`config.mk`:
```
export PLATFORM = sky130hd
export DESIGN_NAME = websocket_frame_deframer_unmask
export DESIGN_NICKNAME = d
export VERILOG_FILES = /design/src/wfd_pkg.sv /design/src/websocket_frame_deframer_unmask.sv
export SDC_FILE = /design/constraint.sdc
export NUM_CORES = 1
export LEC_CHECK = 0
export BUFFER_PORTS_ARGS = -buffer_cell sky130_fd_sc_hd__buf_2
export CAP_MARGIN = 30
export CORE_ASPECT_RATIO = 1.25
export CORE_MARGIN = 1
export CORE_UTILIZATION = 39
export CTS_BUF_LIST = sky130_fd_sc_hd__clkbuf_4 sky130_fd_sc_hd__clkbuf_8 sky130_fd_sc_hd__clkbuf_16
export CTS_CLUSTER_SIZE = 10
export DETAILED_ROUTE_END_ITERATION = 10
export GPL_TIMING_DRIVEN = 0
export HOLD_SLACK_MARGIN = 0.06
export PLACE_DENSITY = 0.57
export SLEW_MARGIN = 20
export SYNTH_ARGS = -nofsm -noshare
export SYNTH_HDL_FRONTEND = slang
export SYNTH_SLANG_ARGS = --single-unit
```
`constraint.sdc`:
```
create_clock -name clk -period 6.4 [get_ports clk]
set_input_delay 0.32 -clock clk [delete_from_list [all_inputs] [get_ports clk]]
set_output_delay 0.32 -clock clk [all_outputs]
set_load 0.005 [all_outputs]
```
`src/wfd_pkg.sv`:
```
// ----------------------------------------------------------------------------
// wfd_pkg
// Shared types and constants for the WebSocket frame deframer and unmasker.
// ----------------------------------------------------------------------------
package wfd_pkg;

  // parse phase of the receive stream
  typedef enum logic [2:0] {
    PH_HDR0    = 3'd0,
    PH_HDR1    = 3'd1,
    PH_EXTLEN  = 3'd2,
    PH_KEY     = 3'd3,
    PH_PAYLOAD = 3'd4,
    PH_ERROR   = 3'd5
  } phase_t;

  // result kinds carried on the output tuser
  typedef enum logic [1:0] {
    EV_DATA  = 2'd0,
    EV_EMPTY = 2'd1,
    EV_ERROR = 2'd2
  } event_t;

  localparam int unsigned LEN_W     = 64;
  localparam int unsigned FIELDS_W  = 8 + 4 + 1 + LEN_W;
  localparam int unsigned TDATA_W   = ((FIELDS_W + 7) / 8) * 8;
  localparam int unsigned PAD_W     = TDATA_W - FIELDS_W;

  localparam logic [6:0] LEN7_EXT16 = 7'd126;
  localparam logic [6:0] LEN7_EXT64 = 7'd127;
  localparam logic [3:0] EXT16_BYTES = 4'd2;
  localparam logic [3:0] EXT64_BYTES = 4'd8;

endpackage

```
`src/websocket_frame_deframer_unmask.sv`:
```
// ----------------------------------------------------------------------------
// websocket_frame_deframer_unmask
// Receive-side WebSocket frame parser: header decode, length decode, unmask.
// ----------------------------------------------------------------------------
// Takes one raw byte per word on the input stream and produces at most one
// word per input byte: a payload byte XORed with the masking key, one
// empty-frame word for a zero-length frame, or one error word for a frame
// whose mask bit is clear, after which every byte is dropped until reset.
// A new byte is taken on every clock in which the output register is empty
// or being read; throughput is one byte per cycle unless m_tready stalls the
// output register, which is refilled in the same cycle it is read. The result
// word is registered and appears in the cycle after its byte is accepted.
module websocket_frame_deframer_unmask (
  input  logic                        clk,
  input  logic                        rst,
  // input stream: [7:0] data_byte
  input  logic                        s_tvalid,
  output logic                        s_tready,
  input  logic [7:0]                  s_tdata,
  // output stream
  output logic                        m_tvalid,
  input  logic                        m_tready,
  // [7:0] payload_byte, [11:8] opcode, [12] final_fragment,
  // [76:13] frame_length, [79:77] zero
  output logic [wfd_pkg::TDATA_W-1:0] m_tdata,
  // [1:0] event_res
  output logic [1:0]                  m_tuser,
  // last_of_frame
  output logic                        m_tlast
);
  import wfd_pkg::*;

  // parser state
  phase_t             phase, phase_next;
  logic [3:0]         ext_bytes_left, ext_bytes_left_next;
  logic [LEN_W-1:0]   length_accum, length_accum_next;
  logic [31:0]        key_bytes, key_bytes_next;
  logic [1:0]         key_count, key_count_next;
  logic [LEN_W-1:0]   bytes_remaining, bytes_remaining_next;
  logic [1:0]         key_phase, key_phase_next;
  logic               fin_flag, fin_flag_next;
  logic [3:0]         frame_opcode, frame_opcode_next;

  // result register
  logic               out_valid;
  event_t             out_event;
  logic [7:0]         out_payload;
  logic [3:0]         out_opcode;
  logic               out_fin;
  logic [LEN_W-1:0]   out_length;
  logic               out_last;

  // result of the byte being accepted
  logic               res_valid;
  event_t             res_event;
  logic [7:0]         res_payload;
  logic [LEN_W-1:0]   res_length;
  logic               res_last;

  logic               accept;
  logic [7:0]         key_sel;

  assign s_tready = !out_valid || m_tready;
  assign accept   = s_tvalid && s_tready;

  always_comb begin
    unique case (key_phase)
      2'd0:    key_sel = key_bytes[31:24];
      2'd1:    key_sel = key_bytes[23:16];
      2'd2:    key_sel = key_bytes[15:8];
      default: key_sel = key_bytes[7:0];
    endcase
  end

  always_comb begin
    phase_next           = phase;
    ext_bytes_left_next  = ext_bytes_left;
    length_accum_next    = length_accum;
    key_bytes_next       = key_bytes;
    key_count_next       = key_count;
    bytes_remaining_next = bytes_remaining;
    key_phase_next       = key_phase;
    fin_flag_next        = fin_flag;
    frame_opcode_next    = frame_opcode;
    res_valid            = 1'b0;
    res_event            = EV_DATA;
    res_payload          = 8'd0;
    res_length           = '0;
    res_last             = 1'b0;

    unique case (phase)
      PH_HDR0: begin
        fin_flag_next     = s_tdata[7];
        frame_opcode_next = s_tdata[3:0];
        phase_next        = PH_HDR1;
      end
      PH_HDR1: begin
        if (!s_tdata[7]) begin
          phase_next = PH_ERROR;
          res_valid  = 1'b1;
          res_event  = EV_ERROR;
        end else begin
          key_bytes_next = '0;
          key_count_next = '0;
          if (s_tdata[6:0] == LEN7_EXT16) begin
            length_accum_next   = '0;
            ext_bytes_left_next = EXT16_BYTES;
            phase_next          = PH_EXTLEN;
          end else if (s_tdata[6:0] == LEN7_EXT64) begin
            length_accum_next   = '0;
            ext_bytes_left_next = EXT64_BYTES;
            phase_next          = PH_EXTLEN;
          end else begin
            length_accum_next   = {{(LEN_W-7){1'b0}}, s_tdata[6:0]};
            ext_bytes_left_next = '0;
            phase_next          = PH_KEY;
          end
        end
      end
      PH_EXTLEN: begin
        // big-endian: shift in from the low end
        length_accum_next   = {length_accum[LEN_W-9:0], s_tdata};
        ext_bytes_left_next = ext_bytes_left - 4'd1;
        if (ext_bytes_left == 4'd1) begin
          phase_next = PH_KEY;
        end
      end
      PH_KEY: begin
        key_bytes_next = {key_bytes[23:0], s_tdata};
        if (key_count == 2'd3) begin
          key_count_next       = '0;
          key_phase_next       = '0;
          bytes_remaining_next = length_accum;
          if (length_accum == '0) begin
            phase_next = PH_HDR0;
            res_valid  = 1'b1;
            res_event  = EV_EMPTY;
            res_last   = 1'b1;
          end else begin
            phase_next = PH_PAYLOAD;
          end
        end else begin
          key_count_next = key_count + 2'd1;
        end
      end
      PH_PAYLOAD: begin
        key_phase_next       = key_phase + 2'd1;
        bytes_remaining_next = bytes_remaining - 1'b1;
        res_valid            = 1'b1;
        res_event            = EV_DATA;
        res_payload          = s_tdata ^ key_sel;
        res_length           = length_accum;
        res_last             = (bytes_remaining == {{(LEN_W-1){1'b0}}, 1'b1});
        if (res_last) begin
          phase_next = PH_HDR0;
        end
      end
      // error phase and unused codes swallow every byte
      default: begin
      end
    endcase
  end

  always_ff @(posedge clk) begin
    if (rst) begin
      phase           <= PH_HDR0;
      ext_bytes_left  <= '0;
      length_accum    <= '0;
      key_bytes       <= '0;
      key_count       <= '0;
      bytes_remaining <= '0;
      key_phase       <= '0;
      fin_flag        <= 1'b0;
      frame_opcode    <= '0;
    end else if (accept) begin
      phase           <= phase_next;
      ext_bytes_left  <= ext_bytes_left_next;
      length_accum    <= length_accum_next;
      key_bytes       <= key_bytes_next;
      key_count       <= key_count_next;
      bytes_remaining <= bytes_remaining_next;
      key_phase       <= key_phase_next;
      fin_flag        <= fin_flag_next;
      frame_opcode    <= frame_opcode_next;
    end
  end

  always_ff @(posedge clk) begin
    if (rst) begin
      out_valid <= 1'b0;
    end else if (s_tready) begin
      out_valid <= accept && res_valid;
    end
  end

  // opcode and FIN come from the frame state before this byte's update
  always_ff @(posedge clk) begin
    if (accept && res_valid) begin
      out_event   <= res_event;
      out_payload <= res_payload;
      out_opcode  <= frame_opcode;
      out_fin     <= fin_flag;
      out_length  <= res_length;
      out_last    <= res_last;
    end
  end

  assign m_tvalid = out_valid;
  assign m_tdata  = {{PAD_W{1'b0}}, out_length, out_fin, out_opcode, out_payload};
  assign m_tuser  = out_event;
  assign m_tlast  = out_last;

endmodule

```
== After elaboration in Yosys (flattened, before gate mapping) ==
Index checks and enable logic that the tools add are counted.
Word-level totals
  memories kept: 0
  bits in latches: 0
  RAM bits: 0
  bits in registers: 257
  bits of input ports: 12
  ROM bits: 0
Operators by class
  div/mod/pow operators: 0
  multiplexer cells: 35
  multiply operators: 0
  shifts and indexed selects: 0
  equal/unequal tests: 15
  bitwise gates (word level): 1
  magnitude comparators: 0
  add/sub/neg operators: 4
  reduce and logical (&&, ||, !) cells: 16
Operator list (number)
  64-bit case mux with 2 select lines: 2
  64-bit two-way mux: 2
  64-bit by 1-bit equality test with 1-bit output, second input constant: 1
  64-bit logical NOT: 1
  32-bit case mux with 2 select lines: 1
  64-bit by 1-bit subtractor with 64-bit output, second input constant: 1
  32-bit two-way mux: 1
  8-bit case mux with 3 select lines: 1
  3-bit two-way mux: 5
  3-bit case mux with 5 select lines: 1
  7-bit equality test, second input constant: 2
  7-bit two-way mux: 2
  4-bit two-way mux: 3
  2-bit case mux with 2 select lines: 3
  3-bit AND reduction: 3
  2-bit two-way mux: 4
  2-bit inequality test, second input constant: 4
  4-bit case mux with 2 select lines: 1
  8-bit XOR: 1
  1-bit two-way mux: 7
  3-bit by 2-bit equality test with 1-bit output, second input constant: 2
  2-bit nonzero test: 3
  5-bit AND reduction: 1
  5-bit nonzero test: 1
  15 further kinds: 18

== Longest topological paths before layout ==
Gate-level depths: netlist of the first run.
  depth in word-level cells: 5
  mapped depth: 9
  depth with buffers taken out: 8

== Worst setup path before layout of the first run ==
OpenSTA, ideal clock, no wires.
  kind: register to register
  start point: register length_accum[49]
  end point: register out_last, in the netlist m_tlast, enable pin
  data required time: 5881 ps
  arrival: 4610 ps
  setup slack: 1271 ps
  library setup time: 519 ps
  cell stages (with the launch flop): 7
  cells stage by stage: dfxtp_1 > nor4_1 > nand4_1 > nor4_1 > nand2_1 > o21a_1 > nor2_1
On the way
  word-level cells in the longest chain between the ends: 5
RTL lines
  from (decl): line websocket_frame_deframer_unmask.sv:36  | logic [LEN_W-1:0] length_accum, length_accum_next;
  from (signal assigned): line websocket_frame_deframer_unmask.sv:178  | length_accum <= length_accum_next;
  64-bit logical NOT: line websocket_frame_deframer_unmask.sv:134  | if (length_accum == '0) begin
  1-bit two-way mux: line websocket_frame_deframer_unmask.sv:134
  1-bit two-way mux: line websocket_frame_deframer_unmask.sv:130  | if (key_count == 2'd3) begin
  1-bit case mux with 3 select lines: line websocket_frame_deframer_unmask.sv:91  | unique case (phase)
  1-bit logical AND: line websocket_frame_deframer_unmask.sv:198  | if (accept && res_valid) begin
  to (signal assigned): line websocket_frame_deframer_unmask.sv:204  | out_last <= res_last;
  to (decl): line websocket_frame_deframer_unmask.sv:51  | logic out_last;
No other way between the ends.
A chain may end at the register's enable or synchronous reset.

== Final worst setup path of the first run ==
  start point: register length_accum[55]
  end point: register out_length[18], enable pin
On the way
  word-level cells in the longest chain between the ends: 5
RTL lines
  64-bit logical NOT: line websocket_frame_deframer_unmask.sv:134
  1-bit two-way mux: line websocket_frame_deframer_unmask.sv:134
  1-bit two-way mux: line websocket_frame_deframer_unmask.sv:130
  1-bit case mux with 3 select lines: line websocket_frame_deframer_unmask.sv:91
  1-bit logical AND: line websocket_frame_deframer_unmask.sv:198
  to (signal assigned): line websocket_frame_deframer_unmask.sv:203  | out_length <= res_length;
  to (decl): line websocket_frame_deframer_unmask.sv:50  | logic [LEN_W-1:0] out_length;
No other way between the ends.

==> results_dict.tcl, run 1 <==
set metrics [dict create \
    num-fill-cells 2946 \
    die_area_sq_um 30800 \
    floorplan.rows 70 \
    timing.critical_path.slowest_cell_delay_ns 0.90 \
    clock_sink_count 257 \
    setup.worst_path.class "reg -> reg" \
    worstPathCellList "nor4_1 -> nand4_1 -> nor4_1 -> nand2_1 -> o21a_1 -> nor2_4 -> buf_16 -> buf_12" \
    synth_top_cells_by_area "dfxtp_1 (30%), edfxtp_1 (20%), nand2_1 (5.9%)" \
    syn_std_cell_area_sq_um 11700 \
    clockRootBuffer "clkbuf_16" \
    worst_hold_class "in -> reg" \
    critPathTopFamily "simple AND/OR/NAND/NOR gates" \
    ys_warn_count 0 \
    flow.area_growth_from_synthesis_pct 17.1 \
    timing.reg2reg.setup_slack_ns 2.50 \
    cts_htree_levels 1 \
    cts-buffers-inserted 30 \
    finish.instance_area_sq_um 13800 \
    dp_cells 1807 \
    register_area_sq_um 5950 \
    core-area_sq_um 29400 \
    synth.yosys.seq_area_share_pct 50.6 \
    drtAntennaViolNets 0 \
    layout_worst_path_cycle_share_pct 61.0 \
    count_of_flip_flops_with_a_built_in_enable_after_synthesis 80 \
    total_count_of_max_transition_violations_in_the_final_report 0 \
    number_of_standard_cells_after_synthesis 1313 \
    final_setup_skew_ns 0.0244 \
    yosys_top_cell_area_share_pct 30.2 \
    cp_data_required_time_ns 6.65 \
    post_cts.resized_instances 0 \
    io_pins 97 \
    drt_drc_violations_left 0 \
    ys_async_sr_fraction_pct 0 \
    grt_antenna_before_repair 0 \
    grt_use_total_pct 25.3 \
    ff2ff_path_depth 8 \
    cp-start-kind "register" \
    ctsLongestPathBuffers 3 \
    drv.max_cap_violation_count 0 \
    grt_setup_unrepaired "false" \
    fp.dieW_um 157 \
    antennaDiodeCount 0 \
    design.final.nets 1464 \
    crit_buf_inv 2 \
    first_global_vias 10100 \
    p_leak_nw 4.93 \
    height_of_the_die_um 196 \
    post-synth-top-area-cell "dfxtp_1" \
    routed_wirelength_um 38900 \
    upper_clock_frequency_limit_mhz 256 \
    yosys-top-cells-count "nand2_1 (183), dfxtp_1 (177), nor2_1 (136)" \
    postCtsSetupBuffers 0 \
    cts_tree "done" \
    place.port_buffers 92 \
    synth-seq-cells 257 \
    multi_input_comb_area_sq_um 5370 \
    detailed_place.area_sq_um 12800 \
    endpoint "out_length[18]" \
    netlist-cell-type-count 72 \
    critical_path_cell_count 8 \
    detailroute.via_count 10900 \
    regToRegStartpoint "length_accum[55]" \
    globalplace.congestion 0.936 \
    timing.critical_path.from "length_accum[55]" \
    vdd_drop_max_mv 0.214 \
    postSynth.topFlopCell "dfxtp_1" \
    cts_hold_buffers 0 \
    layout_min_cycle_time_ns 3.90 \
    detail_route.first_pass.iterations 8 \
    maximum_number_of_pins_on_one_net_before_global_route_repair 30 \
    clk_latency_ns 0.56 \
    grt_first_pass_wirelength_um 59600 \
    critPathMostFrequentCell "nor4_1" \
    reg2reg_to "out_length[18]" \
    critical-path-slowest-cell "nor4_1" \
    power_per_cell_area_nw_per_um2 289 \
    stdcell_count 1861 \
    postSynthAreaPerCell_sq_um 8.94 \
    setup_viol 0 \
    route.detailed.vias_per_inst 5.84 \
    routedWlPerCell_um 20.9 \
    hpwl_um 27300 \
    grt.overflow.total 0 \
    status "completed" \
    worstPathArrival_ns 4.15 \
    synthMostInstantiatedCell "nand2_1" \
    hold_viol_final 0 \
    clk_transition_reported_paths_ns 0.06 \
    worst-slew-pin-transition_ns 1.00 \
    timing.max_slew.rel_slack_pct 32.7 \
    post_route_cells_drive_above_1_share_pct 12.5 \
    worstSetupEndpointType "register" \
    setup-tns-final_ns 0 \
    drt_iter0_markers 1019 \
    initial_utilization_pct 39.9 \
    critPathMaxFanout 29 \
]
## per-stage QoR
stage | total power, W | setup WS, ns | hold slack (ns) | util (%)
global placement | 0.00233 | -1.80 | 0.422 | 43.2
detailed placement | 0.00233 | 2.59 | 0.417 | 43.5
floorplan | 0.00215 | 1.27 | 0.408 | -
global route | 0.00411 | 2.39 | 0.0969 | 46.7
CTS | 0.00399 | 2.58 | 0.0737 | 46.7
finish | 0.00397 | 2.50 | 0.0888 | 46.7
## routing by layer
layer  track usage, %  wire length (um)
met1             31.0             15500
met2             43.0             18700
met3             3.93              2920
met4             11.7              1850
met5                0                 0
## registers in the layout, indices dropped and copies added (netlist names), 3 cells and up
name / cells
out_payload: 8
out_length: 64
length_accum: 64
phase: 3
key_bytes: 32
frame_opcode: 4
bytes_remaining: 64
ext_bytes_left: 4
out_opcode: 4
## tightest hold or removal path: cells and delay by family
family                 cells  cell delay [ns]
AOI/OAI and AO/OA          1             0.07
buffers and inverters      1             0.13
and+or+nand+nor            1             0.08
## cell families after synthesis
logic type / Yosys count / synth area share (%)
AO/OA/AOI/OAI: 312 / 17.2
XOR/XNOR: 15 / 1.12
flip-flops: 257 / 50.6
multiplexers: 18 / 1.58
buffers and inverters: 114 / 3.79
AND/OR/NAND/NOR: 587 / 24.7
adder cells (fa/ha/maj): 9 / 0.959
other: 1 / 0.0319
## area by class of cell
class	instances	share of cell area (%)
Inverter	16	0.437
Sequential cell	257	43.2
Clock inverter	1	0.0637
Clock buffer	53	6.89
Multi-Input combinational cell	944	39.0
Timing Repair Buffer	96	3.92
Buffer	98	2.80
Tap cell	396	3.60
## layout by cell type (no fill, tap or decap), types with 21 or more instances in the layout
cell type	instances
a21oi_1	118
a22oi_1	43
and2_1	66
buf_2	94
clkbuf_1	83
clkbuf_16	31
clkbuf_4	21
dfxtp_1	177
edfxtp_1	80
nand2_1	183
nand3_1	25
nor2_1	135
nor3_1	57
nor4_1	44
o21ai_0	43
## report_power, final
group | internal, W | switching, W | total (W)
registers | 0.00172 | 0.0000279 | 0.00175
clock network | 0.000995 | 0.000666 | 0.00166
logic | 0.000187 | 0.000377 | 0.000564
## worst min path at each step
stage,startpoint,to,slack (ns),depth (start not counted)
3_3_place_gp,fin_flag,out_fin,0.42,0
4_1_cts,s_tdata[4],length_accum[4],0.07,3
2_1_floorplan,fin_flag,out_fin,0.41,0
3_5_place_dp,frame_opcode[1],out_opcode[1],0.42,0
6_report,s_tdata[6],length_accum[6],0.09,3
5_1_grt,s_tdata[5],length_accum[5],0.1,3
No activity file was read; power rests on OpenSTA's default activity.
==> run 2, diff against run 1 <==
- PLACE_DENSITY: 0.57 -> 0.59
- clock period: 6.4 -> 3.28 ns (I/O delays scaled with it)
==> results_dict.tcl, run 2 (synthesized netlist as in run 1, its figures left out) <==
set metrics [dict create \
    routed_wirelength_um 39100 \
    cts-buffers-inserted 30 \
    critPathTopFamily "buffers and inverters" \
    first_global_vias 10100 \
    upper_clock_frequency_limit_mhz 320 \
    detailed_place.area_sq_um 12800 \
    routedWlPerCell_um 20.9 \
    globalplace.congestion 0.965 \
    drt_drc_violations_left 0 \
    global_route.usage.met1_pct 31.6 \
    grt_use_total_pct 25.3 \
    timing.critical_path.slowest_cell_delay_ns 0.60 \
    critPathMostFrequentCell "nand2_1" \
    finish.instance_area_sq_um 13900 \
    height_of_the_die_um 196 \
    finalHoldWorstSlack_ns 0.0927 \
    final.setup.worst_slack_ns 0.157 \
    drv.max_cap_violation_count 0 \
    hpwl_um 27300 \
    cts_tree "done" \
    initial_utilization_pct 39.9 \
    layout_worst_path_cycle_share_pct 95.2 \
    setup_viol 0 \
    antennaDiodeCount 0 \
    detailroute.via_count 10800 \
    core-area_sq_um 29400 \
    busiest_grt_layer "met2" \
    worstPathArrival_ns 3.54 \
    grt_setup_unrepaired "true" \
    clk_transition_reported_paths_ns 0.05 \
    floorplan.rows 70 \
    grt_first_pass_wirelength_um 59800 \
    setup-tns-final_ns 0 \
    detail_route.first_pass.iterations 6 \
    grt_antenna_before_repair 0 \
    cp-start-kind "register" \
    layout_commonest_cell "nand2_1" \
    use_met2_pct 43.7 \
    place.port_buffers 92 \
    worst_hold_class "in -> reg" \
    clockRootBuffer "clkbuf_16" \
    pre_cts_slack_ns -0.482 \
    design.final.nets 1473 \
    leading_registers_by_flop_count "bytes_remaining (64), length_accum (64), out_length (64)" \
    drt_iter0_markers 895 \
    io_pins 97 \
    worstSetupEndpointType "register" \
    most-common-layout-cells "nand2_1 (183), dfxtp_1 (177), nor2_1 (135)" \
    critPathMaxFanout 10 \
    die_area_sq_um 30800 \
    vdd_drop_max_mv 0.353 \
    drtAntennaViolNets 0 \
    route.detailed.vias_per_inst 5.77 \
    final_setup_skew_ns 0.0171 \
    clk_latency_ns 0.56 \
    ctsLongestPathBuffers 3 \
    power_per_cell_area_nw_per_um2 558 \
    worst-slew-pin-transition_ns 1.01 \
    critical-path-slowest-cell "o21ai_1" \
    worstPathCellList "nor2b_1 -> inv_1 -> nand2_1 -> nor2_1 -> nand2_1 -> o21ai_1 -> clkbuf_2 -> buf_1 -> a21oi_1" \
    clock_sink_count 257 \
    grt.met3_usage_pct 3.18 \
    cts_htree_levels 1 \
    flow.area_growth_from_synthesis_pct 18.2 \
    status "completed" \
    fp.dieW_um 157 \
    hold_viol_final 0 \
    total_count_of_max_transition_violations_in_the_final_report 0 \
    timing.max_slew.rel_slack_pct 32.1 \
    post_route_cells_drive_above_1_share_pct 13.2 \
    grt.overflow.total 0 \
    maximum_number_of_pins_on_one_net_before_global_route_repair 30 \
    layout_min_cycle_time_ns 3.12 \
    cp_data_required_time_ns 3.70 \
    p_leak_nw 5.00 \
    post-layout-total-power_w 0.00774 \
    setup.worst_path.class "reg -> reg" \
    crit_buf_inv 3 \
]
==> run 2: final cells by class <==
| cell class | count | area [sq um] |
|---|---|---|
| tap | 396 | 495 |
| timing repair buffer | 106 | 637 |
| fill | 2920 | 15500 |
| clock buffer | 52 | 933 |
| buffer | 97 | 387 |
| inverter | 16 | 60.1 |
| clock inverter | 2 | 10.0 |
| multi-input combinational | 944 | 5410 |
| sequential | 257 | 5950 |
==> run 2: final timing paths <==
check,start,endpoint,slack (ns),depth (start not counted)
setup / recovery,m_tvalid,length_accum[39],0.16,9
hold reg to reg,frame_opcode[0],out_opcode[0],0.44,0
setup reg to reg,m_tvalid,length_accum[39],0.16,9
hold / removal,m_tready,m_tvalid,0.09,4
==> run 2: report_power, final <==
part / switching, W / internal, W
clock: 0.00129 / 0.00191
combinational: 0.000749 / 0.000379
sequential: 0.0000549 / 0.00335
total: 0.00210 / 0.00564
==> run 2: tightest hold or removal path, stage by stage <==
cell and delay, ns:
buf_2 0.07, nor2b_1 0.08, inv_1 0.16, o22ai_1 0.11
==> run 2: metal layers <==
layer / vias up / routed length (um)
met5: - / 0
met4: 0 / 1570
met3: 101 / 2310
met2: 445 / 19200
met1: 5158 / 16000
li1: 5083 / -
==> run 2: stage by stage <==
| step | utilization [%] | cells |
|---|---|---|
| 3_3_place_gp | 43.2 | 1803 |
| 3_5_place_dp | 43.5 | 1807 |
| 2_1_floorplan | - | 1315 |
| 5_1_grt | 47.2 | 1870 |
| 4_1_cts | 47.1 | 1871 |
| 6_report | 47.2 | 1870 |
==> run 2: what timing repair did <==
action,4_1_cts,5_1_grt
resized for setup,4,11
hold endpoints to repair,25,0
buffers inserted,1,0
setup endpoints to repair,90,113
pin swaps,1,0
hold buffers,9,0
